<file path="src/wfps_pkg.sv">
package wfps_pkg;

  // CORDIC sizing
  localparam int CORDIC_STEPS_DEF = 16;
  localparam int TABLE_LEN = 24;
  localparam int IDX_W = 5;
  localparam int XY_W = 36;
  localparam int Z_W = 28;

  // Shared multiplier: signed A times signed B
  localparam int MA_W = 41;
  localparam int MB_W = 25;
  localparam int MP_W = 66;

  // Datapath word sizes
  localparam int PACC_W = 50;
  localparam int PROJ_W = 20;
  localparam int ERR_W = 24;
  localparam int INTEG_W = 48;
  localparam int SUM_W = 64;

  // Iterative divider
  localparam int DIV_W = 64;
  localparam int DEN_W = 28;
  localparam int DIV_BPC = 2;

  // Division by 62500: a shift by two, then radix 2^16 digits divided by 15625
  // through a reciprocal that is exact for every 30-bit partial dividend.
  localparam int CDIV_DIG_W = 16;
  localparam int CDIV_R_W = 14;
  localparam int CDIV_V_W = 30;
  localparam int CDIV_P_W = 61;
  localparam int CDIV_SHIFT = 44;
  localparam logic [CDIV_R_W-1:0] CDIV_D = 14'd15625;
  localparam logic [30:0] CDIV_RECIP = 31'd1125899907;

  // APB register window
  localparam int ADDR_W = 5;
  localparam int DATA_W = 32;

  localparam logic [15:0] FAR_RANGE = 16'd25600;
  localparam logic signed [XY_W-1:0] KINV_Q30 = 36'sd652032875;
  localparam logic [MB_W-1:0] US_PER_S = 25'd1000000;

  // Speed tiers
  localparam logic [2:0] SPEED_SLOW = 3'd2;
  localparam logic [2:0] SPEED_MID = 3'd3;
  localparam logic [2:0] SPEED_FAST = 3'd5;
  localparam logic [16:0] MAG_SLOW = 17'd1430;
  localparam logic [16:0] MAG_MID = 17'd715;

  typedef struct packed {
    logic [15:0] ray_a_range;
    logic        ray_a_valid;
    logic [15:0] ray_b_range;
    logic        ray_b_valid;
    logic [19:0] elapsed_us;
  } scan_t;

  typedef struct packed {
    logic signed [15:0] wheel_angle;
    logic [2:0]         speed_mps;
    logic signed [15:0] projected_distance;
  } steer_t;

  typedef struct packed {
    logic [23:0] gain_p;
    logic [23:0] gain_d;
    logic [23:0] gain_i;
    logic [15:0] target_distance;
    logic [15:0] lookahead_distance;
    logic [15:0] cos_separation;
    logic [15:0] sin_separation;
  } cfg_t;

  typedef enum logic [2:0] {
    REG_GAIN_P    = 3'd0,
    REG_GAIN_D    = 3'd1,
    REG_GAIN_I    = 3'd2,
    REG_TARGET    = 3'd3,
    REG_LOOKAHEAD = 3'd4,
    REG_COS_SEP   = 3'd5,
    REG_SIN_SEP   = 3'd6
  } reg_idx_t;

  typedef enum logic [3:0] {
    MUL_NONE    = 4'd0,
    MUL_A_SIN   = 4'd1,
    MUL_A_COS   = 4'd2,
    MUL_B_X     = 4'd3,
    MUL_LA_Y    = 4'd4,
    MUL_LAST_DT = 4'd5,
    MUL_P_E     = 4'd6,
    MUL_I_INT   = 4'd7,
    MUL_DIFF_US = 4'd8,
    MUL_D_PROD  = 4'd9
  } mul_op_t;

  typedef struct packed {
    mul_op_t          mul_op;
    logic             load_in;
    logic             x_from_prod;
    logic             y_init;
    logic             vec_step;
    logic             rot_init;
    logic             rot_step;
    logic             pacc_load;
    logic             proj_load;
    logic             err_load;
    logic             integ_load;
    logic             sum_load;
    logic             div_start;
    logic             div_sel_d;
    logic             sum_add;
    logic             commit;
    logic [IDX_W-1:0] idx;
  } dp_cmd_t;

  typedef struct packed {
    logic div_done;
    logic dt_zero;
  } dp_sts_t;

  // Arctangent of 2^-i in units of 2^-24 rad.
  function automatic logic signed [Z_W-1:0] atan_lut(input logic [IDX_W-1:0] i);
    logic signed [Z_W-1:0] v;
    case (i)
      5'd0:  v = 28'sd13176795;
      5'd1:  v = 28'sd7778716;
      5'd2:  v = 28'sd4110060;
      5'd3:  v = 28'sd2086331;
      5'd4:  v = 28'sd1047214;
      5'd5:  v = 28'sd524117;
      5'd6:  v = 28'sd262123;
      5'd7:  v = 28'sd131069;
      5'd8:  v = 28'sd65536;
      5'd9:  v = 28'sd32768;
      5'd10: v = 28'sd16384;
      5'd11: v = 28'sd8192;
      5'd12: v = 28'sd4096;
      5'd13: v = 28'sd2048;
      5'd14: v = 28'sd1024;
      5'd15: v = 28'sd512;
      5'd16: v = 28'sd256;
      5'd17: v = 28'sd128;
      5'd18: v = 28'sd64;
      5'd19: v = 28'sd32;
      5'd20: v = 28'sd16;
      5'd21: v = 28'sd8;
      5'd22: v = 28'sd4;
      5'd23: v = 28'sd2;
      default: v = '0;
    endcase
    return v;
  endfunction

endpackage

</file>
<file path="src/wfps_ctrl.sv">
module wfps_ctrl
  import wfps_pkg::*;
#(
  parameter int CORDIC_STEPS = CORDIC_STEPS_DEF
) (
  input  logic    clk,
  input  logic    rst,
  input  logic    scan_valid,
  output logic    scan_ready,
  output logic    steer_valid,
  input  logic    steer_ready,
  input  dp_sts_t sts,
  output dp_cmd_t cmd
);

  typedef enum logic [19:0] {
    S_IDLE   = 20'h00001,
    S_M_ASIN = 20'h00002,
    S_M_ACOS = 20'h00004,
    S_VINIT  = 20'h00008,
    S_VEC    = 20'h00010,
    S_RINIT  = 20'h00020,
    S_ROT    = 20'h00040,
    S_M_BX   = 20'h00080,
    S_M_LY   = 20'h00100,
    S_PROJ   = 20'h00200,
    S_ERR    = 20'h00400,
    S_M_PE   = 20'h00800,
    S_M_GI   = 20'h01000,
    S_DIV_I  = 20'h02000,
    S_WAIT_I = 20'h04000,
    S_M_DIFF = 20'h08000,
    S_M_GD   = 20'h10000,
    S_DIV_D  = 20'h20000,
    S_WAIT_D = 20'h40000,
    S_FIN    = 20'h80000
  } state_t;

  state_t           state;
  state_t           state_next;
  logic [IDX_W-1:0] idx;
  logic [IDX_W-1:0] idx_next;
  logic             last_step;
  logic             out_free;

  assign last_step = (idx == IDX_W'(CORDIC_STEPS - 1));
  assign out_free  = !steer_valid || steer_ready;

  // Sequencer.
  always_comb begin
    state_next = state;
    idx_next   = idx;
    cmd        = '0;
    cmd.mul_op = MUL_NONE;
    cmd.idx    = idx;
    scan_ready = 1'b0;
    case (state)
      S_IDLE: begin
        scan_ready = 1'b1;
        if (scan_valid) begin
          cmd.load_in = 1'b1;
          state_next  = S_M_ASIN;
        end
      end
      S_M_ASIN: begin
        cmd.mul_op = MUL_A_SIN;
        state_next = S_M_ACOS;
      end
      S_M_ACOS: begin
        cmd.x_from_prod = 1'b1;
        cmd.mul_op      = MUL_A_COS;
        state_next      = S_VINIT;
      end
      S_VINIT: begin
        cmd.y_init = 1'b1;
        idx_next   = '0;
        state_next = S_VEC;
      end
      S_VEC: begin
        cmd.vec_step = 1'b1;
        idx_next     = idx + 1'b1;
        if (last_step) begin
          state_next = S_RINIT;
        end
      end
      S_RINIT: begin
        cmd.rot_init = 1'b1;
        idx_next     = '0;
        state_next   = S_ROT;
      end
      S_ROT: begin
        cmd.rot_step = 1'b1;
        idx_next     = idx + 1'b1;
        if (last_step) begin
          state_next = S_M_BX;
        end
      end
      S_M_BX: begin
        cmd.mul_op = MUL_B_X;
        state_next = S_M_LY;
      end
      S_M_LY: begin
        cmd.pacc_load = 1'b1;
        cmd.mul_op    = MUL_LA_Y;
        state_next    = S_PROJ;
      end
      S_PROJ: begin
        cmd.proj_load = 1'b1;
        cmd.mul_op    = MUL_LAST_DT;
        state_next    = S_ERR;
      end
      S_ERR: begin
        cmd.err_load   = 1'b1;
        cmd.integ_load = 1'b1;
        state_next     = S_M_PE;
      end
      S_M_PE: begin
        cmd.mul_op = MUL_P_E;
        state_next = S_M_GI;
      end
      S_M_GI: begin
        cmd.sum_load = 1'b1;
        cmd.mul_op   = MUL_I_INT;
        state_next   = S_DIV_I;
      end
      S_DIV_I: begin
        cmd.div_start = 1'b1;
        state_next    = S_WAIT_I;
      end
      S_WAIT_I: begin
        if (sts.div_done) begin
          cmd.sum_add = 1'b1;
          state_next  = S_M_DIFF;
        end
      end
      S_M_DIFF: begin
        cmd.mul_op = MUL_DIFF_US;
        state_next = S_M_GD;
      end
      S_M_GD: begin
        cmd.mul_op = MUL_D_PROD;
        state_next = S_DIV_D;
      end
      S_DIV_D: begin
        cmd.div_sel_d = 1'b1;
        if (sts.dt_zero) begin
          state_next = S_FIN;
        end else begin
          cmd.div_start = 1'b1;
          state_next    = S_WAIT_D;
        end
      end
      S_WAIT_D: begin
        if (sts.div_done) begin
          cmd.sum_add = 1'b1;
          state_next  = S_FIN;
        end
      end
      S_FIN: begin
        if (out_free) begin
          cmd.commit = 1'b1;
          state_next = S_IDLE;
        end
      end
      default: begin
        state_next = S_IDLE;
      end
    endcase
  end

  // State, step counter and result flag.
  always_ff @(posedge clk) begin
    if (rst) begin
      state       <= S_IDLE;
      idx         <= '0;
      steer_valid <= 1'b0;
    end else begin
      state <= state_next;
      idx   <= idx_next;
      if (cmd.commit) begin
        steer_valid <= 1'b1;
      end else if (steer_ready) begin
        steer_valid <= 1'b0;
      end
    end
  end

`ifndef NO_ASSERTIONS
  // An accepted scan starts the multiply sequence next cycle.
  a_accept_starts: assert property (@(posedge clk) disable iff (rst)
    scan_valid && scan_ready |=> state == S_M_ASIN)
    else $error("accepted scan did not start the sequence");

  // A result is only written into a free output slot.
  a_commit_free: assert property (@(posedge clk) disable iff (rst)
    cmd.commit |-> (!steer_valid || steer_ready))
    else $error("result overwrote an untaken transaction");

  // Quotients are folded in only when the divider has finished.
  a_add_on_done: assert property (@(posedge clk) disable iff (rst)
    cmd.sum_add |-> sts.div_done)
    else $error("sum updated without a finished division");
`endif

endmodule

</file>
<file path="config.mk">
export PLATFORM = sky130hd
export DESIGN_NAME = wfps_ctrl
export DESIGN_NICKNAME = d
export VERILOG_FILES = /design/src/wfps_pkg.sv /design/src/wfps_ctrl.sv
export SDC_FILE = /design/constraint.sdc
export NUM_CORES = 1
export LEC_CHECK = 0
export ABC_AREA = 1
export ABC_CLOCK_PERIOD_IN_PS = 2200
export BUFFER_PORTS_ARGS = -buffer_cell sky130_fd_sc_hd__buf_2
export CORE_UTILIZATION = 44
export CTS_CLUSTER_SIZE = 12
export DETAILED_ROUTE_END_ITERATION = 16
export MAX_ROUTING_LAYER = met4
export PLACE_DENSITY = 0.66
export SKIP_LAST_GASP = 1
export SLEW_MARGIN = 20
export SYNTH_ARGS = -nofsm -noshare
export SYNTH_HDL_FRONTEND = slang
export SYNTH_SLANG_ARGS = --single-unit
</file>
<file path="constraint.sdc">
create_clock -name clk -period 2.2 [get_ports clk]
set_input_delay 0.11 -clock clk [delete_from_list [all_inputs] [get_ports clk]]
set_output_delay 0.11 -clock clk [all_outputs]
set_load 0.005 [all_outputs]
</file>
==> metrics, run 1 <==
Clk pin slew, worst setup/hold paths 90 ps; Syn-to-layout area delta 13.5%; Tightest Pin Transition 658 ps; Syn Area/Cell 6.74 sq um; Total GRT Usage 20.5%; clock latency on the worst-skew pair 270 ps; fmax 519 MHz; grt total ovfl 0; CTS Buffer Depth 2; Max stage delay cell, worst path dfxtp_1; GPL Wtd Cong 0.815; FFs w/ async S/R, synth 0%; Hold Buf Count CTS 0; Top delay family on crit path simple AND/OR/NAND/NOR gates; cell area power density 887 mW/mm^2; WL final 3620 um; # Post-CTS Setup Buffers 0; worst r2r src state[12]$_SDFFE_PP0P_; worst path required time 2090 ps; area occupied by multi-input gates 898 sq um; post-layout util 51.8%; Hold Fails Final Rpt 0; Max Slew Vio Count 0; clock skew 2.04 ps; fin nets 288; number of remaining DRC errors 0; die area 0.00405 sq mm; Final min period 1930 ps; CTS tree done; vias 1550; fillcell total 374; Worst Path Buf+Inv 2; Critical Path Sink Type output pin; top cells by count, synth inv_1, nand2_1, nor2_1, dfxtp_1, nand3_1; clock sinks 26; Ys Warns 0; RSZ-0062 raised after global routing no; first-pass GRT wire length 6470 um; Final ANT Viol Nets 0; initial antenna violation count 0; Synth Register Bits 26; hold path start sts[0]; H-tree lvl count 1; Slew HR 55.8%; hpwl dp 2830 um; worst setup path start state[4]$_SDFFE_PP0P_; setup tns final 0 ps; cts repair resizes 0; crit share post-route 87.7%; # diodes 0; Max Cap Viol 0; outcome finished, final reports clean; layout cell share with drive strength beyond 1 25.8%; Reg area 520 sq um; register area share after synthesis 31.1%; Post-Synthesis Cells 248; I/O pin total 32; DR vias/cell 4.74; crit-path max cell delay 320 ps; dpl ws 446 ps; Core Box Area 0.00366 sq mm; syn_nets 256; area leader, netlist dfxtp_1; leakage dissipation 0.00108 uW; I/O Buffers 31; CTS Buf Count 3; drt first pass iters 4; mapped cell area 0.00167 sq mm; crit path cell chain nor2_1, nand2_1, nor2_1, buf_4, nand3_1, or2_2, o21ai_0, buf_2; Final setup viols 0; HP Class in2reg; Horiz. Die Dim 63.6 um; Worst path most repeated cell nor2_1; final hold slack 127 ps; wire length per cell 11.1 um; Synth Flop Type dfxtp_1; vias in the first global route 1458; final worst slack 272 ps; largest net degree at the start of global routing 19; Unique masters post-synth 32; crit path launch type flop; Root Buffer clkbuf_8; DRT iter0 DRCs 106; CP max FO 11; Synth top area share 31.1%; Die Ht 63.6 um; top-count cell post-synth inv_1; Site Rows 22; starting density of the core 45.7%; Area contributors post-synth dfxtp_1, inv_1, nand2_1, nor2_1, nand3_1; Worst Path Arrival 1820 ps; type of the worst setup path reg2out; worst vdd ir 0.000795 V; Post-synth EDFFs 0
placed cells by master (no fill, tap or decap), types with 5 or more instances in the layout:
cell      synthesis  final
a21oi_1           9      9
buf_2             1     31
dfxtp_1          26     26
inv_1            46     46
inv_2             5      5
nand2_1          41     41
nand3_1          20     20
nand3_2          10     10
nand3b_1          6      6
nand4_1           8      8
nor2_1           36     36
nor2_2            8      8
nor3_1            6      6
final cells by class:
type                            count  share of cell area, %
Tap cell                           48                   3.16
Clock buffer                        4                   2.90
Inverter                           53                   10.6
Sequential cell                    26                   27.4
Timing Repair Buffer               32                   8.57
Multi-Input combinational cell    164                   47.3
worst paths after layout:
| kind | to | slack, ps | depth (start not counted) |
|---|---|---|---|
| worst max-delay path | cmd[8] | 270 | 8 |
| worst min-delay path | state[18]$_SDFFE_PP0P_ | 130 | 3 |
| worst max register to register | state[12]$_SDFFE_PP0P_ | 430 | 10 |
| worst min register to register | idx[4]$_SDFFE_PP0P_ | 490 | 2 |
per-stage QoR:
stage          instances  power [uW]  area (sq um)
5_1_grt              327        1830          1900
2_1_floorplan        248        1260          1670
3_3_place_gp         323        1370          1840
6_report             327        1680          1900
4_1_cts              327        1690          1900
3_5_place_dp         323        1370          1840
cell families after synthesis:
logic type,share of synthesized area [%]
compound gates,4.72
fa+ha+maj,1.50
buf+inv,15.1
flops,31.1
simple gates,47.5
metal layers:
metal  vias to the layer above  wire length (um)  global-route usage, %
met4                         0                36                   5.11
met5                         -                 0                      -
met3                         4               117                   3.26
li1                        831                 -                      -
met2                        27              1630                   31.0
met1                       688              1840                   28.3
worst register-to-register path: cells and delay by family, from the launching register on:
family                 cells  cell delay, ps
AOI/OAI and AO/OA          1             260
buffers and inverters      2             160
DFF                        1             330
and+or+nand+nor            7             920
registers in the layout, indices dropped and copies added, names as in the netlist:
register,count
idx,5
steer_valid,1
state,20
report_power, final:
part           internal [uW]  total, uW  switching, uW
Sequential               515        545           29.8
Combinational            258        825            567
Clock                    160        314            154
Note: power is estimated with default switching activity, not from simulation.
==> run 2, diff against run 1 <==
PLACE_DENSITY = 0.75   (was 0.66)
RECOVER_POWER = 100   (was not set)
==> metrics, run 2 (synthesized netlist as in run 1, its figures left out) <==
outcome finished, final reports clean; Total GRT Usage 19.8%; clock latency on the worst-skew pair 270 ps; Worst path most repeated cell nand3_1; RSZ-0062 raised after global routing no; Final min period 1990 ps; switch share 43.9%; Worst R2R Path Depth 10; number of remaining DRC errors 0; WL final 3590 um; cell area power density 892 mW/mm^2; fmax 501 MHz; Slew HR 66.9%; sequential share of power 33.2%; clock skew 2.13 ps; I/O Buffers 31; fillcell total 368; CTS tree done; clock sinks 26; Critical Path Sink Type output pin; HP Class in2reg; Site Rows 22; Syn-to-layout area delta 10.2%; first-pass GRT wire length 6170 um; crit share post-route 90.7%; vias 1554; Logic pwr share 47.9%; vias in the first global route 1411; Reg area 520 sq um; worst vdd ir 0.000716 V; Horiz. Die Dim 63.6 um; die area 0.00405 sq mm; largest net degree at the start of global routing 19; Clock power frac 18.9%; starting density of the core 45.7%; layout cell share with drive strength beyond 1 21.1%; most frequent cells in the layout inv_1, nand2_1, nor2_1; grt total ovfl 0; Worst Path Arrival 1880 ps; # Post-CTS Setup Buffers 0; type of the worst setup path reg2out; worst r2r src state[15]$_SDFFE_PP0P_; wire length per cell 11.0 um; Root Buffer clkbuf_8; hold path start sts[0]; Die Ht 63.6 um; Max Cap Viol 0; H-tree lvl count 1; cts repair resizes 0; Max Slew Vio Count 0; crit path launch type flop; Critical R2R Capture state[0]$_SDFFE_PP1P_; I/O pin total 32; final hold slack 121 ps; flop-to-flop setup slack 270 ps; DR vias/cell 4.75; setup tns final 0 ps; Internal 921 uW; drt first pass iters 6; Largest register FFs 20; GPL Wtd Cong 0.853; leakage dissipation 0.00106 uW; # diodes 0; Clk pin slew, worst setup/hold paths 90 ps; biggest regs state x20, idx x5, steer_valid x1; worst hold endpoint state[18]$_SDFFE_PP0P_; worst path required time 2090 ps; Top reg by flops state; CP max FO 8; CTS Buf Count 3; hpwl dp 2770 um; Hold Fails Final Rpt 0; Max stage delay cell, worst path nor2_1; Hold Buf Count CTS 0; initial antenna violation count 0; hold-critical path depth 3; crit path cell chain nor2_2, nand2_2, nor2_1, nand3_1, nand2_1, inv_1, nand3_1, buf_2; Psw 722 uW; worst setup path start state[8]$_SDFFE_PP0P_; Tightest Pin Transition 493 ps; Final ANT Viol Nets 0; Final setup viols 0; CTS Buffer Depth 2; fin nets 288; area occupied by multi-input gates 846 sq um; commonest non-fill, non-tap cell in the layout inv_1; crit-path max cell delay 410 ps; Core Box Area 0.00366 sq mm; DRT iter0 DRCs 59
[run 2: through the flow]
| step | cells | setup WS [ps] | total power, uW | cell area, sq um | utilization, % |
|---|---|---|---|---|---|
| detailed placement | 323 | 436 | 1370 | 1840 | 50.3 |
| finish | 327 | 205 | 1640 | 1840 | 50.3 |
| global placement | 323 | 464 | 1360 | 1840 | 50.3 |
| CTS | 327 | 241 | 1680 | 1900 | 51.8 |
| floorplan | 248 | 618 | 1260 | 1670 | - |
| global route | 327 | 41.3 | 1770 | 1840 | 50.3 |
[run 2: power by group through the flow]
stage               Combinational (uW)  Sequential [uW]  Clock (uW)
finish                             787              544         311
global route                       882              552         341
CTS                                827              545         312
detailed placement                 818              557           0
global placement                   804              555           0
floorplan                          709              551           0
[run 2: layout make-up]
cell class,instances,area share [%]
Clock buffer,4,2.99
Inverter,53,10.9
Multi-Input combinational cell,164,45.9
Sequential cell,26,28.3
Tap cell,48,3.26
Timing Repair Buffer,32,8.63
[run 2: worst max-delay path, delay by kind of cell, from the launching register on]
kind | cells | cell delay, ps
AND/OR/NAND/NOR | 6 | 1110
flip-flops | 1 | 340
buffers and inverters | 2 | 160
[run 2: worst max-delay path by stage]
stage / endpoint / cells past startpoint
2_1_floorplan: state[0]$_SDFFE_PP1P_ / 11
3_3_place_gp: state[16]$_SDFFE_PP0P_ / 10
3_5_place_dp: state[2]$_SDFFE_PP0P_ / 10
4_1_cts: cmd[8] / 8
5_1_grt: cmd[21] / 8
6_report: cmd[21] / 8
[run 2: layer usage]
layer | global-route usage [%] | vias to the layer above | part of all wire [%]
met3 | 2.36 | 7 | 4.4
met5 | - | - | 0
li1 | - | 833 | -
met1 | 24.6 | 672 | 47
met4 | 6.82 | 0 | 1.6
met2 | 32.8 | 42 | 47
==> run 3, diff against run 2 <==
ABC_CLOCK_PERIOD_IN_PS = 1800   (was 2200)
CAP_MARGIN = 25   (was not set)
PLACE_DENSITY = 0.77   (was 0.75)
clock period = 1.8 ns   (was 2.2 ns; I/O delays follow)
==> metrics, run 3 (synthesized netlist as in run 1, its figures left out) <==
outcome finished, final reports clean; Critical R2R Capture state[2]$_SDFFE_PP0P_; vias in the first global route 1480; Tightest Pin Transition 271 ps; CTS tree done; CP max FO 8; Worst R2R Path Depth 11; initial antenna violation count 0; crit share post-route 98.0%; worst vdd ir 0.000869 V; Max Slew Vio Count 0; Slew HR 81.9%; Largest register FFs 20; type of the worst setup path reg2out; DRT iter0 DRCs 48; vias 1700; die area 0.00405 sq mm; leakage dissipation 0.00120 uW; worst path required time 1710 ps; DP Area 0.00188 sq mm; WL final 4100 um; Critical Path Sink Type output pin; Max Cap Viol 0; clock sinks 26; Top reg by flops state; Total GRT Usage 20.5%; cell area power density 1110 mW/mm^2; hold path start sts[0]; Clk pin slew, worst setup/hold paths 90 ps; first-pass GRT wire length 6390 um; fmax 567 MHz; layout cell share with drive strength beyond 1 37.8%; worst hold endpoint state[18]$_SDFFE_PP0P_; H-tree lvl count 1; Core Box Area 0.00366 sq mm; hpwl dp 2930 um; Root Buffer clkbuf_8; Horiz. Die Dim 63.6 um; biggest regs state x20, idx x5, steer_valid x1; RSZ-0062 raised after global routing yes; Final Non-Filler Cells 344; CTS Buffer Depth 2; I/O pin total 32; Die Ht 63.6 um; worst r2r src state[15]$_SDFFE_PP0P_; HP Class in2reg; post-route cell area 0.00217 sq mm; flop-to-flop setup slack 90 ps; Syn-to-layout area delta 30.0%; Final setup viols 0; fin nets 305; Final ANT Viol Nets 0; Pwr Total 2400 uW; Site Rows 22; I/O Buffers 31; Worst Path Arrival 1670 ps; drt first pass iters 4; commonest non-fill, non-tap cell in the layout inv_1; clock skew 4.99 ps; CTS Buf Count 3; grt total ovfl 0; most frequent cells in the layout inv_1, nand2_1, nor2_1, buf_2, nand3_1; wire length per cell 11.9 um; hold-critical path depth 3; crit path launch type flop; final hold slack 122 ps; GPL Wtd Cong 0.888; # diodes 0; clock latency on the worst-skew pair 270 ps; DR vias/cell 4.94; Hold Fails Final Rpt 0; starting density of the core 45.7%; largest net degree at the start of global routing 17; number of remaining DRC errors 0; placed insts 328; Final min period 1760 ps; Hold Buf Count CTS 0
-- run 3: worst max path at each step --
| stage | slack (ps) | to | cells past startpoint | start |
|---|---|---|---|---|
| after floorplan | 220 | state[0]$_SDFFE_PP1P_ | 11 | state[12]$_SDFFE_PP0P_ |
| after global placement | 180 | state[16]$_SDFFE_PP0P_ | 11 | state[7]$_SDFFE_PP0P_ |
| after detailed placement | 100 | state[16]$_SDFFE_PP0P_ | 11 | state[7]$_SDFFE_PP0P_ |
| after CTS | -50 | cmd[8] | 8 | state[2]$_SDFFE_PP0P_ |
| after global routing | -60 | cmd[5] | 7 | state[15]$_SDFFE_PP0P_ |
| final | 40 | cmd[23] | 8 | state[7]$_SDFFE_PP0P_ |
-- run 3: timing repair --
action                                  in CTS  in global routing
resized for setup                            3                 43
endpoints found under the hold margin        0                  0
endpoints found under the setup margin       5                 29
pin swaps                                    1                 18
buffers inserted                             5                  7
-- run 3: critical path, cell delays in order, from the launching register on --
cell,delay (ps)
dfxtp_4,360
nor2_4,120
nand2_2,90
nor2_2,120
buf_6,140
buf_4,120
nand3_1,150
nand2_1,170
buf_2,130
-- run 3: final cells by class --
class / instances / area [sq um]
fill: 344 / 1490
multi-input combinational: 164 / 1010
sequential: 26 / 538
timing repair buffer: 49 / 300
inverter: 53 / 206
tap: 48 / 60.1
clock buffer: 4 / 55.1
-- run 3: power by group --
| group | leakage (uW) | internal [uW] | switching, uW |
|---|---|---|---|
| Combinational | 0.000959 | 514 | 820 |
| Sequential | 0.000215 | 630 | 57.8 |
| Clock | 0.0000288 | 196 | 185 |
| Total | 0.00120 | 1340 | 1060 |
-- run 3: through the flow --
stage	utilization, %	setup WS (ps)	TNS (ps)
after floorplan	-	218	0
after global placement	51.4	182	0
after detailed placement	51.4	104	0
after CTS	54.2	-48.7	-48.7
after global routing	59.4	-58.4	-242
final	59.4	35.4	0
-- run 3: metal layers --
metal | wire length (um) | global-route usage, %
met1 | 1870 | 25.2
met2 | 2000 | 34.8
met3 | 157 | 2.17
met4 | 74 | 6.53
met5 | 0 | -
