$ cat src/wfps_pkg.sv
package wfps_pkg;

  // CORDIC sizing
  localparam int CORDIC_STEPS_DEF = 16;
  localparam int TABLE_LEN = 24;
  localparam int IDX_W = 5;
  localparam int XY_W = 36;
  localparam int Z_W = 28;

  // Shared multiplier: signed A times signed B
  localparam int MA_W = 41;
  localparam int MB_W = 25;
  localparam int MP_W = 66;

  // Datapath word sizes
  localparam int PACC_W = 50;
  localparam int PROJ_W = 20;
  localparam int ERR_W = 24;
  localparam int INTEG_W = 48;
  localparam int SUM_W = 64;

  // Iterative divider
  localparam int DIV_W = 64;
  localparam int DEN_W = 28;
  localparam int DIV_BPC = 2;

  // Division by 62500: a shift by two, then radix 2^16 digits divided by 15625
  // through a reciprocal that is exact for every 30-bit partial dividend.
  localparam int CDIV_DIG_W = 16;
  localparam int CDIV_R_W = 14;
  localparam int CDIV_V_W = 30;
  localparam int CDIV_P_W = 61;
  localparam int CDIV_SHIFT = 44;
  localparam logic [CDIV_R_W-1:0] CDIV_D = 14'd15625;
  localparam logic [30:0] CDIV_RECIP = 31'd1125899907;

  // APB register window
  localparam int ADDR_W = 5;
  localparam int DATA_W = 32;

  localparam logic [15:0] FAR_RANGE = 16'd25600;
  localparam logic signed [XY_W-1:0] KINV_Q30 = 36'sd652032875;
  localparam logic [MB_W-1:0] US_PER_S = 25'd1000000;

  // Speed tiers
  localparam logic [2:0] SPEED_SLOW = 3'd2;
  localparam logic [2:0] SPEED_MID = 3'd3;
  localparam logic [2:0] SPEED_FAST = 3'd5;
  localparam logic [16:0] MAG_SLOW = 17'd1430;
  localparam logic [16:0] MAG_MID = 17'd715;

  typedef struct packed {
    logic [15:0] ray_a_range;
    logic        ray_a_valid;
    logic [15:0] ray_b_range;
    logic        ray_b_valid;
    logic [19:0] elapsed_us;
  } scan_t;

  typedef struct packed {
    logic signed [15:0] wheel_angle;
    logic [2:0]         speed_mps;
    logic signed [15:0] projected_distance;
  } steer_t;

  typedef struct packed {
    logic [23:0] gain_p;
    logic [23:0] gain_d;
    logic [23:0] gain_i;
    logic [15:0] target_distance;
    logic [15:0] lookahead_distance;
    logic [15:0] cos_separation;
    logic [15:0] sin_separation;
  } cfg_t;

  typedef enum logic [2:0] {
    REG_GAIN_P    = 3'd0,
    REG_GAIN_D    = 3'd1,
    REG_GAIN_I    = 3'd2,
    REG_TARGET    = 3'd3,
    REG_LOOKAHEAD = 3'd4,
    REG_COS_SEP   = 3'd5,
    REG_SIN_SEP   = 3'd6
  } reg_idx_t;

  typedef enum logic [3:0] {
    MUL_NONE    = 4'd0,
    MUL_A_SIN   = 4'd1,
    MUL_A_COS   = 4'd2,
    MUL_B_X     = 4'd3,
    MUL_LA_Y    = 4'd4,
    MUL_LAST_DT = 4'd5,
    MUL_P_E     = 4'd6,
    MUL_I_INT   = 4'd7,
    MUL_DIFF_US = 4'd8,
    MUL_D_PROD  = 4'd9
  } mul_op_t;

  typedef struct packed {
    mul_op_t          mul_op;
    logic             load_in;
    logic             x_from_prod;
    logic             y_init;
    logic             vec_step;
    logic             rot_init;
    logic             rot_step;
    logic             pacc_load;
    logic             proj_load;
    logic             err_load;
    logic             integ_load;
    logic             sum_load;
    logic             div_start;
    logic             div_sel_d;
    logic             sum_add;
    logic             commit;
    logic [IDX_W-1:0] idx;
  } dp_cmd_t;

  typedef struct packed {
    logic div_done;
    logic dt_zero;
  } dp_sts_t;

  // Arctangent of 2^-i in units of 2^-24 rad.
  function automatic logic signed [Z_W-1:0] atan_lut(input logic [IDX_W-1:0] i);
    logic signed [Z_W-1:0] v;
    case (i)
      5'd0:  v = 28'sd13176795;
      5'd1:  v = 28'sd7778716;
      5'd2:  v = 28'sd4110060;
      5'd3:  v = 28'sd2086331;
      5'd4:  v = 28'sd1047214;
      5'd5:  v = 28'sd524117;
      5'd6:  v = 28'sd262123;
      5'd7:  v = 28'sd131069;
      5'd8:  v = 28'sd65536;
      5'd9:  v = 28'sd32768;
      5'd10: v = 28'sd16384;
      5'd11: v = 28'sd8192;
      5'd12: v = 28'sd4096;
      5'd13: v = 28'sd2048;
      5'd14: v = 28'sd1024;
      5'd15: v = 28'sd512;
      5'd16: v = 28'sd256;
      5'd17: v = 28'sd128;
      5'd18: v = 28'sd64;
      5'd19: v = 28'sd32;
      5'd20: v = 28'sd16;
      5'd21: v = 28'sd8;
      5'd22: v = 28'sd4;
      5'd23: v = 28'sd2;
      default: v = '0;
    endcase
    return v;
  endfunction

endpackage

$ cat src/wfps_cfg.sv
module wfps_cfg
  import wfps_pkg::*;
(
  input  logic              clk,
  input  logic              rst,
  input  logic              psel,
  input  logic              penable,
  input  logic              pwrite,
  input  logic [ADDR_W-1:0] paddr,
  input  logic [DATA_W-1:0] pwdata,
  output logic [DATA_W-1:0] prdata,
  output logic              pready,
  output cfg_t              cfg
);

  reg_idx_t idx;
  logic     wr;

  assign idx    = reg_idx_t'(paddr[ADDR_W-1:2]);
  assign wr     = psel && penable && pwrite;
  assign pready = 1'b1;

  // Register writes.
  always_ff @(posedge clk) begin
    if (rst) begin
      cfg.gain_p             <= 24'd1048576;
      cfg.gain_d             <= 24'd1049;
      cfg.gain_i             <= 24'd5243;
      cfg.target_distance    <= 16'd256;
      cfg.lookahead_distance <= 16'd256;
      cfg.cos_separation     <= 16'd23170;
      cfg.sin_separation     <= 16'd23170;
    end else if (wr) begin
      case (idx)
        REG_GAIN_P:    cfg.gain_p             <= pwdata[23:0];
        REG_GAIN_D:    cfg.gain_d             <= pwdata[23:0];
        REG_GAIN_I:    cfg.gain_i             <= pwdata[23:0];
        REG_TARGET:    cfg.target_distance    <= pwdata[15:0];
        REG_LOOKAHEAD: cfg.lookahead_distance <= pwdata[15:0];
        REG_COS_SEP:   cfg.cos_separation     <= pwdata[15:0];
        REG_SIN_SEP:   cfg.sin_separation     <= pwdata[15:0];
        default: ;
      endcase
    end
  end

  // Read-back.
  always_comb begin
    case (idx)
      REG_GAIN_P:    prdata = DATA_W'(cfg.gain_p);
      REG_GAIN_D:    prdata = DATA_W'(cfg.gain_d);
      REG_GAIN_I:    prdata = DATA_W'(cfg.gain_i);
      REG_TARGET:    prdata = DATA_W'(cfg.target_distance);
      REG_LOOKAHEAD: prdata = DATA_W'(cfg.lookahead_distance);
      REG_COS_SEP:   prdata = DATA_W'(cfg.cos_separation);
      REG_SIN_SEP:   prdata = DATA_W'(cfg.sin_separation);
      default:       prdata = '0;
    endcase
  end

endmodule

$ cat config.mk
export PLATFORM = sky130hd
export DESIGN_NAME = wfps_cfg
export DESIGN_NICKNAME = d
export VERILOG_FILES = /design/src/wfps_pkg.sv /design/src/wfps_cfg.sv
export SDC_FILE = /design/constraint.sdc
export NUM_CORES = 1
export LEC_CHECK = 0
export ABC_AREA = 1
export BUFFER_PORTS_ARGS = -buffer_cell sky130_fd_sc_hd__buf_2
export CORE_MARGIN = 5
export CORE_UTILIZATION = 50
export DETAILED_ROUTE_END_ITERATION = 16
export GPL_ROUTABILITY_DRIVEN = 0
export PLACE_DENSITY = 0.78
export SETUP_SLACK_MARGIN = 0.3
export SLEW_MARGIN = 10
export SYNTH_ARGS = -nofsm -noshare
export SYNTH_HDL_FRONTEND = slang
export SYNTH_SLANG_ARGS = --single-unit
$ cat constraint.sdc
create_clock -name clk -period 1.81 [get_ports clk]
set_input_delay 0.181 -clock clk [delete_from_list [all_inputs] [get_ports clk]]
set_output_delay 0.181 -clock clk [all_outputs]
set_load 0.02 [all_outputs]
==> key figures, run 1 <==
Outcome
  • Status: finished, final reports clean

Critical path
  • Crit path max fanout: 7
  • Worst EP required: 1.63 ns
  • Reg2Reg Setup Slack: 1.11 ns
  • R2R Path End: cfg[29]$_SDFFE_PP0P_
  • Worst Path Class, Setup: input pin to output port
  • R2R Path Start: cfg[29]$_SDFFE_PP0P_
  • Setup crit end kind: output port
  • Critical Path AT: 1.33 ns
  • Startpoint Class: input pin
  • FF-to-FF path depth: 3

Placed design
  • # port buffers: 191
  • Dpl hpwl: 16.1 mm

Route
  • DRC: 0
  • ANT nets after route: 0
  • Via count: 7,653
  • Starting DRC count in detailed routing: 982
  • Wire per inst: 16.9 um
  • 1st-pass router iterations: 8
  • Vias per std cell: 5.40
  • Wirelength, routed: 24.0 mm

Logic synthesis
  • Synth Area in Adders: 0%
  • Synth Warn #: 0
  • Post-synthesis mux area share: 0%
  • Synth cell types: 17
  • Synth Cell Area: 0.00671 mm^2
  • Post-Synth Simple-Gate Area: 48.9%
  • XOR/XNOR share of the synthesized area: 0%
  • Post-synthesis sequential element count: 136
  • Largest family of logic cells by synthesized area: simple AND/OR/NAND/NOR gates
  • Register area share after synthesis: 40.6%
  • Gate Count Post-Synth: 1,049
  • Post-synthesis compound-gate area fraction: 1.12%
  • Mean post-synth cell area: 6.39 um^2

GRT
  • Antenna violations before repair: 0
  • Total Routing Usage GR: 28.4%
  • GRT overflow: 0
  • Largest net degree at the start of global routing: 42
  • Vias in the first global route: 6,569
  • First-pass GRT wire length: 36.0 mm

Die
  • Die Height: 126 um
  • Starting Density: 50.8%
  • Num ports: 211
  • Core box area: 0.0132 mm^2
  • Die X: 126 um
  • Site row count: 42
  • Die area: 0.0158 mm^2

Clock network
  • CTS clk-pin slew, worst paths: 0.05 ns
  • Clock Latency Late Sink: 0.42 ns
  • CTS Sinks: 136
  • CTS tree: yes
  • CTS HTree Levels: 4
  • CTS root buf: clkbuf_16
  • Clk buf depth: 2
  • Total CTS buffers: 17

Pwr
  • Leakage: 4.34 nW
  • Clk pwr share: 45.0%
  • Switching Fraction: 25.5%
  • Internal power: 5.30 mW
  • VDD IR max: 0.615 mV
  • Flop pwr share: 43.1%
  • Power Dens Cells: 802 mW/mm^2
  • NetSw: 1.82 mW
  • Combinational Power Share: 11.9%

Cells and area
  • Ant. Diodes: 0
  • Area grow syn2layout: 32.2%
  • Fillers: 1,128
  • Share of layout cells above drive strength 1: 28.3%
  • Largest regs: cfg: 136 flops
  • Max reg flops: 136
  • Largest Register: cfg
  • Nets: 1,273

Job
  • # Max-Cap Violations: 0

Timing
  • Fmax: 662 MHz
  • RSZ-0062 raised after global routing: true
  • Min Tclk post-route: 1.51 ns
  • Fin Hold WS: 0.0114 ns
  • Period Utilization, post-route: 83.5%
  • Setup violators final: 0
  • Final Hold Vio Count: 0
  • TNS Setup: 0 ns
  • Layout Skew: 0 ns
  • Final Max Slew Viols: 0

Min path
  • Hold path cells: 3
  • Hold Startpoint: pwdata[10]
  • Hold WC Path Type: input pin to register
  • Hold Path Sink: cfg[74]$_SDFFE_PP1P_
-- kinds of logic after synthesis --
kind of cell,after synthesis
other,2
buffers and inverters,127
and+or+nand+nor,769
DFF,136
AOI/OAI and AO/OA,15
-- how the worst max path moves through the flow --
| stage | start | end | cells after the start |
|---|---|---|---|
| floorplan | paddr[4] | prdata[10] | 8 |
| global placement | paddr[2] | prdata[22] | 9 |
| detailed placement | paddr[3] | cfg[2]$_SDFFE_PP0P_ | 8 |
| CTS | cfg[2]$_SDFFE_PP0P_ | prdata[2] | 5 |
| global route | cfg[91]$_SDFFE_PP1P_ | prdata[3] | 5 |
| finish | paddr[4] | prdata[3] | 8 |
-- worst max-delay path: stages --
cell and delay [ns]:
buf_2 0.14, inv_2 0.18, nand3_4 0.17, buf_4 0.21, nor2_1 0.11, nor2_1 0.07, nand2_1 0.12, buf_4 0.16
-- per-layer routing --
metal | vias up | track usage [%] | wire length, um
met5 | - | 0 | 0
met1 | 3455 | 38.0 | 9340
li1 | 3676 | - | -
met3 | 70 | 8.51 | 2870
met2 | 452 | 42.5 | 10700
met4 | 0 | 12.3 | 1110
-- synthesized netlist by cell type --
cell type	n	area [um^2]
nand2_1	295	1110
nor2_1	267	1000
nand3_1	142	711
dfxtp_1	136	2720
nand4_1	48	300
inv_1	42	158
buf_4	25	188
buf_2	22	110
clkbuf_1	19	71.3
o21ai_0	15	75.1
buf_1	13	48.8
nor2_4	7	78.8
nand3_2	5	50.1
nor2_2	5	31.3
buf_6	3	33.8
inv_2	3	11.3
conb_1	2	7.51
-- area by class of cell --
cell class / instances / area (um^2) / share of cell area, %
Multi-Input combinational cell: 793 / 3540 / 39.9
Clock buffer: 28 / 537 / 6.05
Clock inverter: 2 / 10.0 / 0.113
Inverter: 45 / 173 / 1.95
Tap cell: 176 / 220 / 2.48
Timing Repair Buffer: 238 / 1630 / 18.4
Sequential cell: 136 / 2760 / 31.1
-- placed cells by master, fill, tap and decap left out, types with 9 or more instances in the layout --
master       n
nand2_1    274
nor2_1     253
buf_2      173
nand3_1    140
dfxtp_1    105
nand4_1     48
inv_1       40
buf_4       39
dfxtp_2     31
nand2_2     21
clkbuf_16   19
nor2_4      16
o21ai_0     15
buf_12      15
nor2_2      10
conb_1       9
-- power groups by stage --
stage / clock [mW] / sequential [mW] / combinational [mW]
3_3_place_gp: 0 / 3.13 / 0.749
5_1_grt: 3.35 / 3.07 / 0.897
4_1_cts: 3.22 / 3.07 / 0.780
2_1_floorplan: 0 / 3.17 / 0.445
6_report: 3.20 / 3.07 / 0.843
3_5_place_dp: 0 / 3.13 / 0.755
-- what timing repair did --
action	4_1_cts	5_1_grt
buffers inserted	1	6
resized for setup	21	81
hold buffers	3	0
endpoints found under the setup margin	20	24
endpoints found under the hold margin	3	0
cloned	1	2
pin swaps	7	28
-- stage by stage --
step / util (%) / instances / area, um^2 / power [mW] / setup slack [ns]
after CTS: 65.0 / 1410 / 8570 / 7.07 / 0.273
after global routing: 67.2 / 1418 / 8870 / 7.32 / 0.259
after floorplan: - / 1056 / 6730 / 3.62 / 0.471
after global placement: 59.8 / 1375 / 7890 / 3.88 / 0.281
final: 67.2 / 1418 / 8870 / 7.11 / 0.299
after detailed placement: 59.8 / 1375 / 7890 / 3.88 / 0.257
Power figures use the tool's default switching activity.
==> inputs of run 2 (changes only) <==
--- a/config.mk
+++ b/config.mk
@@ -5,13 +5,13 @@
 export SDC_FILE = /design/constraint.sdc
 export NUM_CORES = 1
 export LEC_CHECK = 0
-export ABC_AREA = 1
+export ABC_AREA = 0
 export BUFFER_PORTS_ARGS = -buffer_cell sky130_fd_sc_hd__buf_2
 export CORE_MARGIN = 5
-export CORE_UTILIZATION = 50
+export CORE_UTILIZATION = 46
 export DETAILED_ROUTE_END_ITERATION = 16
 export GPL_ROUTABILITY_DRIVEN = 0
-export PLACE_DENSITY = 0.78
+export PLACE_DENSITY = 0.76
 export SETUP_SLACK_MARGIN = 0.3
 export SLEW_MARGIN = 10
 export SYNTH_ARGS = -nofsm -noshare
==> constraint.sdc (replaced) <==
create_clock -name clk -period 1.2 [get_ports clk]
set_input_delay 0.12 -clock clk [delete_from_list [all_inputs] [get_ports clk]]
set_output_delay 0.12 -clock clk [all_outputs]
set_load 0.02 [all_outputs]
==> run 2 against run 1 <==
The flow now finishes with violations (negative setup slack). Combinational power increased by 76%. Clock power up 71%. Synthesized area shrank 3.8%. Sequential share of layout area down 5.5 points. Non-clock buffer count grew 136. Cell count down 15%. Clock-buffer cell count decreased by 7. Synthesized cell count is 35% lower. Die area grew 4.2%. Via count fell by 6.8%. Clock skew unchanged. Sequential power is 47% higher. Critical endpoint is now prdata[7].
==> key figures, run 2 <==
Route
  • 1st-pass router iterations: 5
  • DRC: 0
  • Via count: 7,133
  • Starting DRC count in detailed routing: 559
  • Wire per inst: 24.6 um
  • Vias per std cell: 5.93
  • Wirelength, routed: 29.6 mm
  • ANT nets after route: 0

Pwr
  • NetSw: 2.87 mW
  • Power Dens Cells: 978 mW/mm^2
  • VDD IR max: 0.905 mV
  • Combinational Power Share: 12.9%
  • Internal power: 8.59 mW
  • Switching Fraction: 25.0%
  • Leakage: 5.17 nW
  • Clk pwr share: 47.8%
  • Flop pwr share: 39.3%

Clock network
  • CTS tree: yes
  • CTS HTree Levels: 4
  • CTS Sinks: 136
  • Clk buf depth: 2
  • CTS root buf: clkbuf_16
  • Total CTS buffers: 17
  • Clock Latency Late Sink: 0.43 ns
  • CTS clk-pin slew, worst paths: 0.06 ns

Die
  • Die X: 128 um
  • Num ports: 211
  • Die area: 0.0165 mm^2
  • Core box area: 0.0138 mm^2
  • Starting Density: 46.7%
  • Site row count: 43
  • Die Height: 128 um

Placed design
  • DP Cell Count: 1,075
  • # port buffers: 191
  • Dpl hpwl: 15.5 mm
  • Placed Area: 0.00847 mm^2

Logic synthesis
  • Synth cell count leaders: 136 x dfxtp_1, 107 x mux2i_1, 94 x nand2b_1
  • Top_reg_cell synth: dfxtp_1
  • Async S/R FF share, synth: 0%
  • EDFF count, synth: 0
  • Synth top area cells: dfxtp_1 42%, mux2i_1 17%, nand2b_1 9.1%
  • Synth Cell Area: 0.00645 mm^2
  • Synth Warn #: 0
  • Gate Count Post-Synth: 679
  • Synth top area share: 42.2%
  • Register area share after synthesis: 42.2%
  • Post-synthesis sequential element count: 136
  • Most frequent cell after synthesis: dfxtp_1
  • Mean post-synth cell area: 9.50 um^2
  • Synth cell types: 36
  • Leading area contributor after synthesis: dfxtp_1

GRT
  • First-pass GRT wire length: 39.9 mm
  • Antenna violations before repair: 0
  • Vias in the first global route: 7,009
  • Largest net degree at the start of global routing: 51
  • Total Routing Usage GR: 31.2%
  • GRT overflow: 0

Timing
  • Fmax: 580 MHz
  • Min Tclk post-route: 1.72 ns
  • Layout Skew: 0 ns
  • Period Utilization, post-route: 144%
  • Setup WS post-layout: -0.524 ns
  • Final Hold Vio Count: 0
  • Final Max Slew Viols: 0
  • Setup violators final: 42
  • RSZ-0062 raised after global routing: true

Critical path
  • R2R Path Start: cfg[129]$_SDFFE_PP0P_
  • Crit path max fanout: 2
  • Slowest-stage cell, CP: dfxtp_2
  • R2R Path End: cfg[129]$_SDFFE_PP0P_
  • Startpoint Class: register
  • Critical Path AT: 1.60 ns
  • CP Cell Sequence: mux2_4 -> a32oi_1 -> o211ai_1 -> buf_4
  • Crit path to: prdata[7]
  • Cell family with most CP delay: compound AO/OA/AOI/OAI gates
  • Setup crit end kind: output port
  • WP buf/inv: 1
  • Worst Setup SP: cfg[119]$_SDFFE_PP0P_
  • Reg2Reg Setup Slack: 0.20 ns
  • CP Depth: 4
  • FF-to-FF path depth: 4
  • Worst Path Class, Setup: register to output port
  • Worst EP required: 1.08 ns
  • CP max stage delay: 0.32 ns

Cells and area
  • Nets: 1,054
  • Post-route core utilization: 84.7%
  • Final instance area: 0.0117 mm^2
  • Ant. Diodes: 0
  • Post-route insts no fill: 1,203
  • Share of layout cells above drive strength 1: 60.2%
  • Area grow syn2layout: 81.5%
  • Largest Register: cfg
  • Max reg flops: 136
  • Largest regs: cfg: 136 flops
  • Most frequent cells in the layout: 215 x buf_6, 99 x mux2i_1, 94 x dfxtp_2
  • Commonest non-fill, non-tap cell in the layout: buf_6

Outcome
  • Status: finished, violations left
  • Failing checks: negative setup slack

Job
  • # Max-Cap Violations: 0

Min path
  • Hold WC Path Type: input pin to register
==> run 2: repair_timing <==
action / in CTS / in global routing
endpoints found under the setup margin: 230 / 278
gates cloned: 0 / 5
hold buffers: 24 / 0
hold endpoints to repair: 31 / 0
resized for setup: 473 / 138
setup buffers: 29 / 40
pin swaps: 35 / 31
==> run 2: kinds of logic (layout without fill, tap and decap cells) <==
logic type,Yosys count,count (layout),synth area share (%)
flops,136,136,42.2
other cells,2,9,0.116
compound gates,130,130,13.1
simple gates,210,211,18.3
buf+inv,70,406,5.53
mux,131,131,20.8
==> run 2: routing by layer <==
metal | GRT usage, % | vias up | share of wire (%)
met5 | 0 | - | 0
met1 | 37.2 | 3478 | 37
met4 | 15.5 | 0 | 4.2
li1 | - | 3069 | -
met3 | 7.76 | 112 | 8.7
met2 | 52.2 | 474 | 50
==> run 2: final cells by class <==
| class | instances | area (um^2) |
|---|---|---|
| Clock buffer | 21 | 480 |
| Inverter | 2 | 7.51 |
| Sequential cell | 136 | 3000 |
| Multi-Input combinational cell | 481 | 3910 |
| Tap cell | 180 | 225 |
| Fill cell | 670 | 2110 |
| Timing Repair Buffer | 374 | 3970 |
| Clock inverter | 9 | 123 |
==> run 2: power groups by stage <==
| stage | Sequential (mW) | Combinational, mW | Clock [mW] |
|---|---|---|---|
| after detailed placement | 4.68 | 1.11 | 0 |
| after global routing | 4.51 | 1.53 | 5.65 |
| after global placement | 4.68 | 1.11 | 0 |
| after CTS | 4.57 | 1.27 | 5.41 |
| final | 4.50 | 1.48 | 5.48 |
| after floorplan | 4.71 | 0.652 | 0 |
==> run 2: metrics by stage <==
stage	setup WS [ns]	setup TNS, ns	hold slack, ns	total power [mW]
finish	-0.524	-9.50	0.135	11.5
global route	-0.587	-10.41	0.145	11.7
CTS	-0.421	-8.23	0.0777	11.2
detailed placement	-0.357	-23.64	0.394	5.79
global placement	-0.312	-22.41	0.390	5.78
floorplan	0.00953	0	0.260	5.36
==> run 2: how the worst min path moves through the flow <==
stage	startpoint	to	slack, ns	cells after the start
after floorplan	pwdata[9]	cfg[73]$_SDFFE_PP0P_	0.26	2
after global placement	pwdata[21]	cfg[85]$_SDFFE_PP0P_	0.39	3
after detailed placement	pwdata[19]	cfg[83]$_SDFFE_PP0P_	0.39	3
after CTS	rst	cfg[123]$_SDFFE_PP0P_	0.08	3
after global routing	rst	cfg[123]$_SDFFE_PP0P_	0.14	3
final	rst	cfg[123]$_SDFFE_PP0P_	0.14	3
==> run 2: worst reg2reg max path, stage by stage, from the launching register on <==
cell	delay (ns)
dfxtp_2	0.35
buf_6	0.10
buf_6	0.09
or2b_1	0.22
mux2i_1	0.15
==> inputs of run 3 (changes only) <==
--- a/config.mk
+++ b/config.mk
@@ -11,8 +11,9 @@
 export CORE_UTILIZATION = 46
 export DETAILED_ROUTE_END_ITERATION = 16
 export GPL_ROUTABILITY_DRIVEN = 0
+export MAX_ROUTING_LAYER = met4
 export PLACE_DENSITY = 0.76
-export SETUP_SLACK_MARGIN = 0.3
+export SETUP_SLACK_MARGIN = 0.05
 export SLEW_MARGIN = 10
 export SYNTH_ARGS = -nofsm -noshare
 export SYNTH_HDL_FRONTEND = slang
==> run 3 against run 2 <==
The flow still finishes with violations (negative setup slack). Cell count shrank 4.2%. Via count shrank 6.2%. Clock power shrank 8.9%. Utilization shrank 13 points. Largest cell class is now multi-input combinational cells. Highest routed layer unchanged.
==> key figures, run 3 (synthesis results as in run 2) <==
Outcome
  • Status: finished, violations left
  • Failing checks: negative setup slack

Route
  • Via count: 6,690
  • Wirelength, routed: 24.5 mm
  • ANT nets after route: 0
  • Starting DRC count in detailed routing: 675
  • Vias per std cell: 5.80
  • Wire per inst: 21.2 um
  • 1st-pass router iterations: 8
  • DRC: 0

Timing
  • Final Hold Vio Count: 0
  • Fmax: 599 MHz
  • Setup violators final: 24
  • Period Utilization, post-route: 139%
  • Final Max Slew Viols: 0
  • Setup WS post-layout: -0.468 ns
  • Min Tclk post-route: 1.67 ns
  • RSZ-0062 raised after global routing: true
  • Layout Skew: 0 ns

Critical path
  • R2R Path End: cfg[134]$_SDFFE_PP0P_
  • Worst Path Class, Setup: register to output port
  • Startpoint Class: register
  • Worst EP required: 1.08 ns
  • R2R Path Start: cfg[134]$_SDFFE_PP0P_
  • Crit path max fanout: 2
  • Critical Path AT: 1.55 ns
  • FF-to-FF path depth: 3
  • Setup crit end kind: output port
  • Reg2Reg Setup Slack: 0.32 ns

Pwr
  • Power Dens Cells: 1090 mW/mm^2
  • Internal power: 8.11 mW
  • Switching Fraction: 25.0%
  • Combinational Power Share: 11.5%
  • VDD IR max: 0.928 mV
  • NetSw: 2.70 mW
  • Clk pwr share: 46.1%
  • Flop pwr share: 42.4%
  • Leakage: 4.60 nW

Clock network
  • CTS root buf: clkbuf_16
  • Clock Latency Late Sink: 0.43 ns
  • CTS HTree Levels: 4
  • Clk buf depth: 2
  • CTS tree: yes
  • CTS clk-pin slew, worst paths: 0.05 ns
  • CTS Sinks: 136
  • Total CTS buffers: 17

GRT
  • First-pass GRT wire length: 36.2 mm
  • GRT overflow: 0
  • Largest net degree at the start of global routing: 47
  • Antenna violations before repair: 1
  • Total Routing Usage GR: 29.2%
  • Vias in the first global route: 6,428

Cells and area
  • Max reg flops: 136
  • Largest Register: cfg
  • Largest regs: cfg: 136 flops
  • Post-route core utilization: 71.6%
  • Nets: 1,003
  • Area grow syn2layout: 53.5%
  • Share of layout cells above drive strength 1: 47.4%
  • Storage cell area: 0.00280 mm^2
  • Most frequent cells in the layout: 113 x buf_4, 109 x buf_2, 107 x mux2i_1
  • Fillers: 944
  • Commonest non-fill, non-tap cell in the layout: buf_4
  • Area taken by multi-input logic gates: 0.00368 mm^2

Placed design
  • # port buffers: 191
  • Dpl hpwl: 16.3 mm
  • Post-place setup slack: -0.299 ns

Die
  • Die Height: 128 um
  • Die area: 0.0165 mm^2
  • Site row count: 43
  • Die X: 128 um
  • Num ports: 211
  • Starting Density: 46.7%
  • Core box area: 0.0138 mm^2

Min path
  • Hold Path Sink: cfg[77]$_SDFFE_PP0P_
  • Hold Startpoint: rst
  • Hold WC Path Type: input pin to register
  • Hold path cells: 2

Job
  • # Max-Cap Violations: 0
## run 3: cell types whose count changed in the layout (fill, tap and decap cells not counted), sizes merged
cell	delta
buf	-47
clkinv	+1
clkinvlp	+1
diode	+1
clkbuf	-3
nand2	-1
bufinv	-2
## run 3: metrics by stage
step                      TNS, ns  hold slack, ns  power, mW  instances  cell area [um^2]
after global placement     -17.45           0.390       5.72       1079              8290
after CTS                   -8.37          0.0250       10.8       1149              9520
after detailed placement   -20.37           0.394       5.73       1079              8290
after floorplan                 0           0.260       5.32        686              6700
after global routing        -9.79          0.0280       11.1       1153              9900
final                       -8.70          0.0298       10.8       1153              9900
## run 3: timing repair
action	in CTS	in global routing
setup buffers	18	9
pin swaps	23	24
hold endpoints to repair	34	0
hold buffers	24	0
resized for setup	117	119
setup endpoints to repair	39	91
## run 3: power by group through the flow
| stage | logic (mW) | registers, mW | clock network [mW] |
|---|---|---|---|
| after floorplan | 0.605 | 4.71 | 0 |
| after global placement | 1.05 | 4.68 | 0 |
| after detailed placement | 1.06 | 4.68 | 0 |
| after CTS | 1.17 | 4.58 | 5.01 |
| after global routing | 1.30 | 4.58 | 5.25 |
| final | 1.24 | 4.58 | 4.99 |
## run 3: final cells by class
| type | count | share of cell area [%] |
|---|---|---|
| clock inverter | 9 | 0.758 |
| timing repair buffer | 324 | 26.6 |
| multi-input combinational | 480 | 37.2 |
| inverter | 2 | 0.0758 |
| tap | 180 | 2.27 |
| sequential | 136 | 28.2 |
| clock buffer | 21 | 4.85 |
| antenna | 1 | 0.0253 |
## run 3: layer usage
metal	vias up	part of all wire (%)	track usage (%)	wire length (um)
li1	2961	-	-	-
met3	95	8.6	6.27	2110
met2	421	48	46.1	11800
met5	-	0	-	0
met1	3213	39	35.4	9560
met4	0	4.2	14.4	1020
## run 3: how the worst max path moves through the flow
stage                                startpoint               endpoint  slack, ns  depth (start not counted)
after CTS                  cfg[97]$_SDFFE_PP0P_              prdata[9]      -0.44                          4
after floorplan                        paddr[2]              prdata[0]      0.009                          6
final                     cfg[123]$_SDFFE_PP0P_             prdata[11]      -0.47                          4
after global routing      cfg[123]$_SDFFE_PP0P_             prdata[11]      -0.56                          4
after detailed placement               paddr[2]  cfg[109]$_SDFFE_PP0P_      -0.30                          5
after global placement                 paddr[2]   cfg[88]$_SDFFE_PP1P_      -0.24                          5
## run 3: critical path: stages (launching register included)
cell and delay, ns:
dfxtp_2 0.33, mux2_4 0.27, a32oi_1 0.17, o211ai_1 0.16, buf_4 0.19
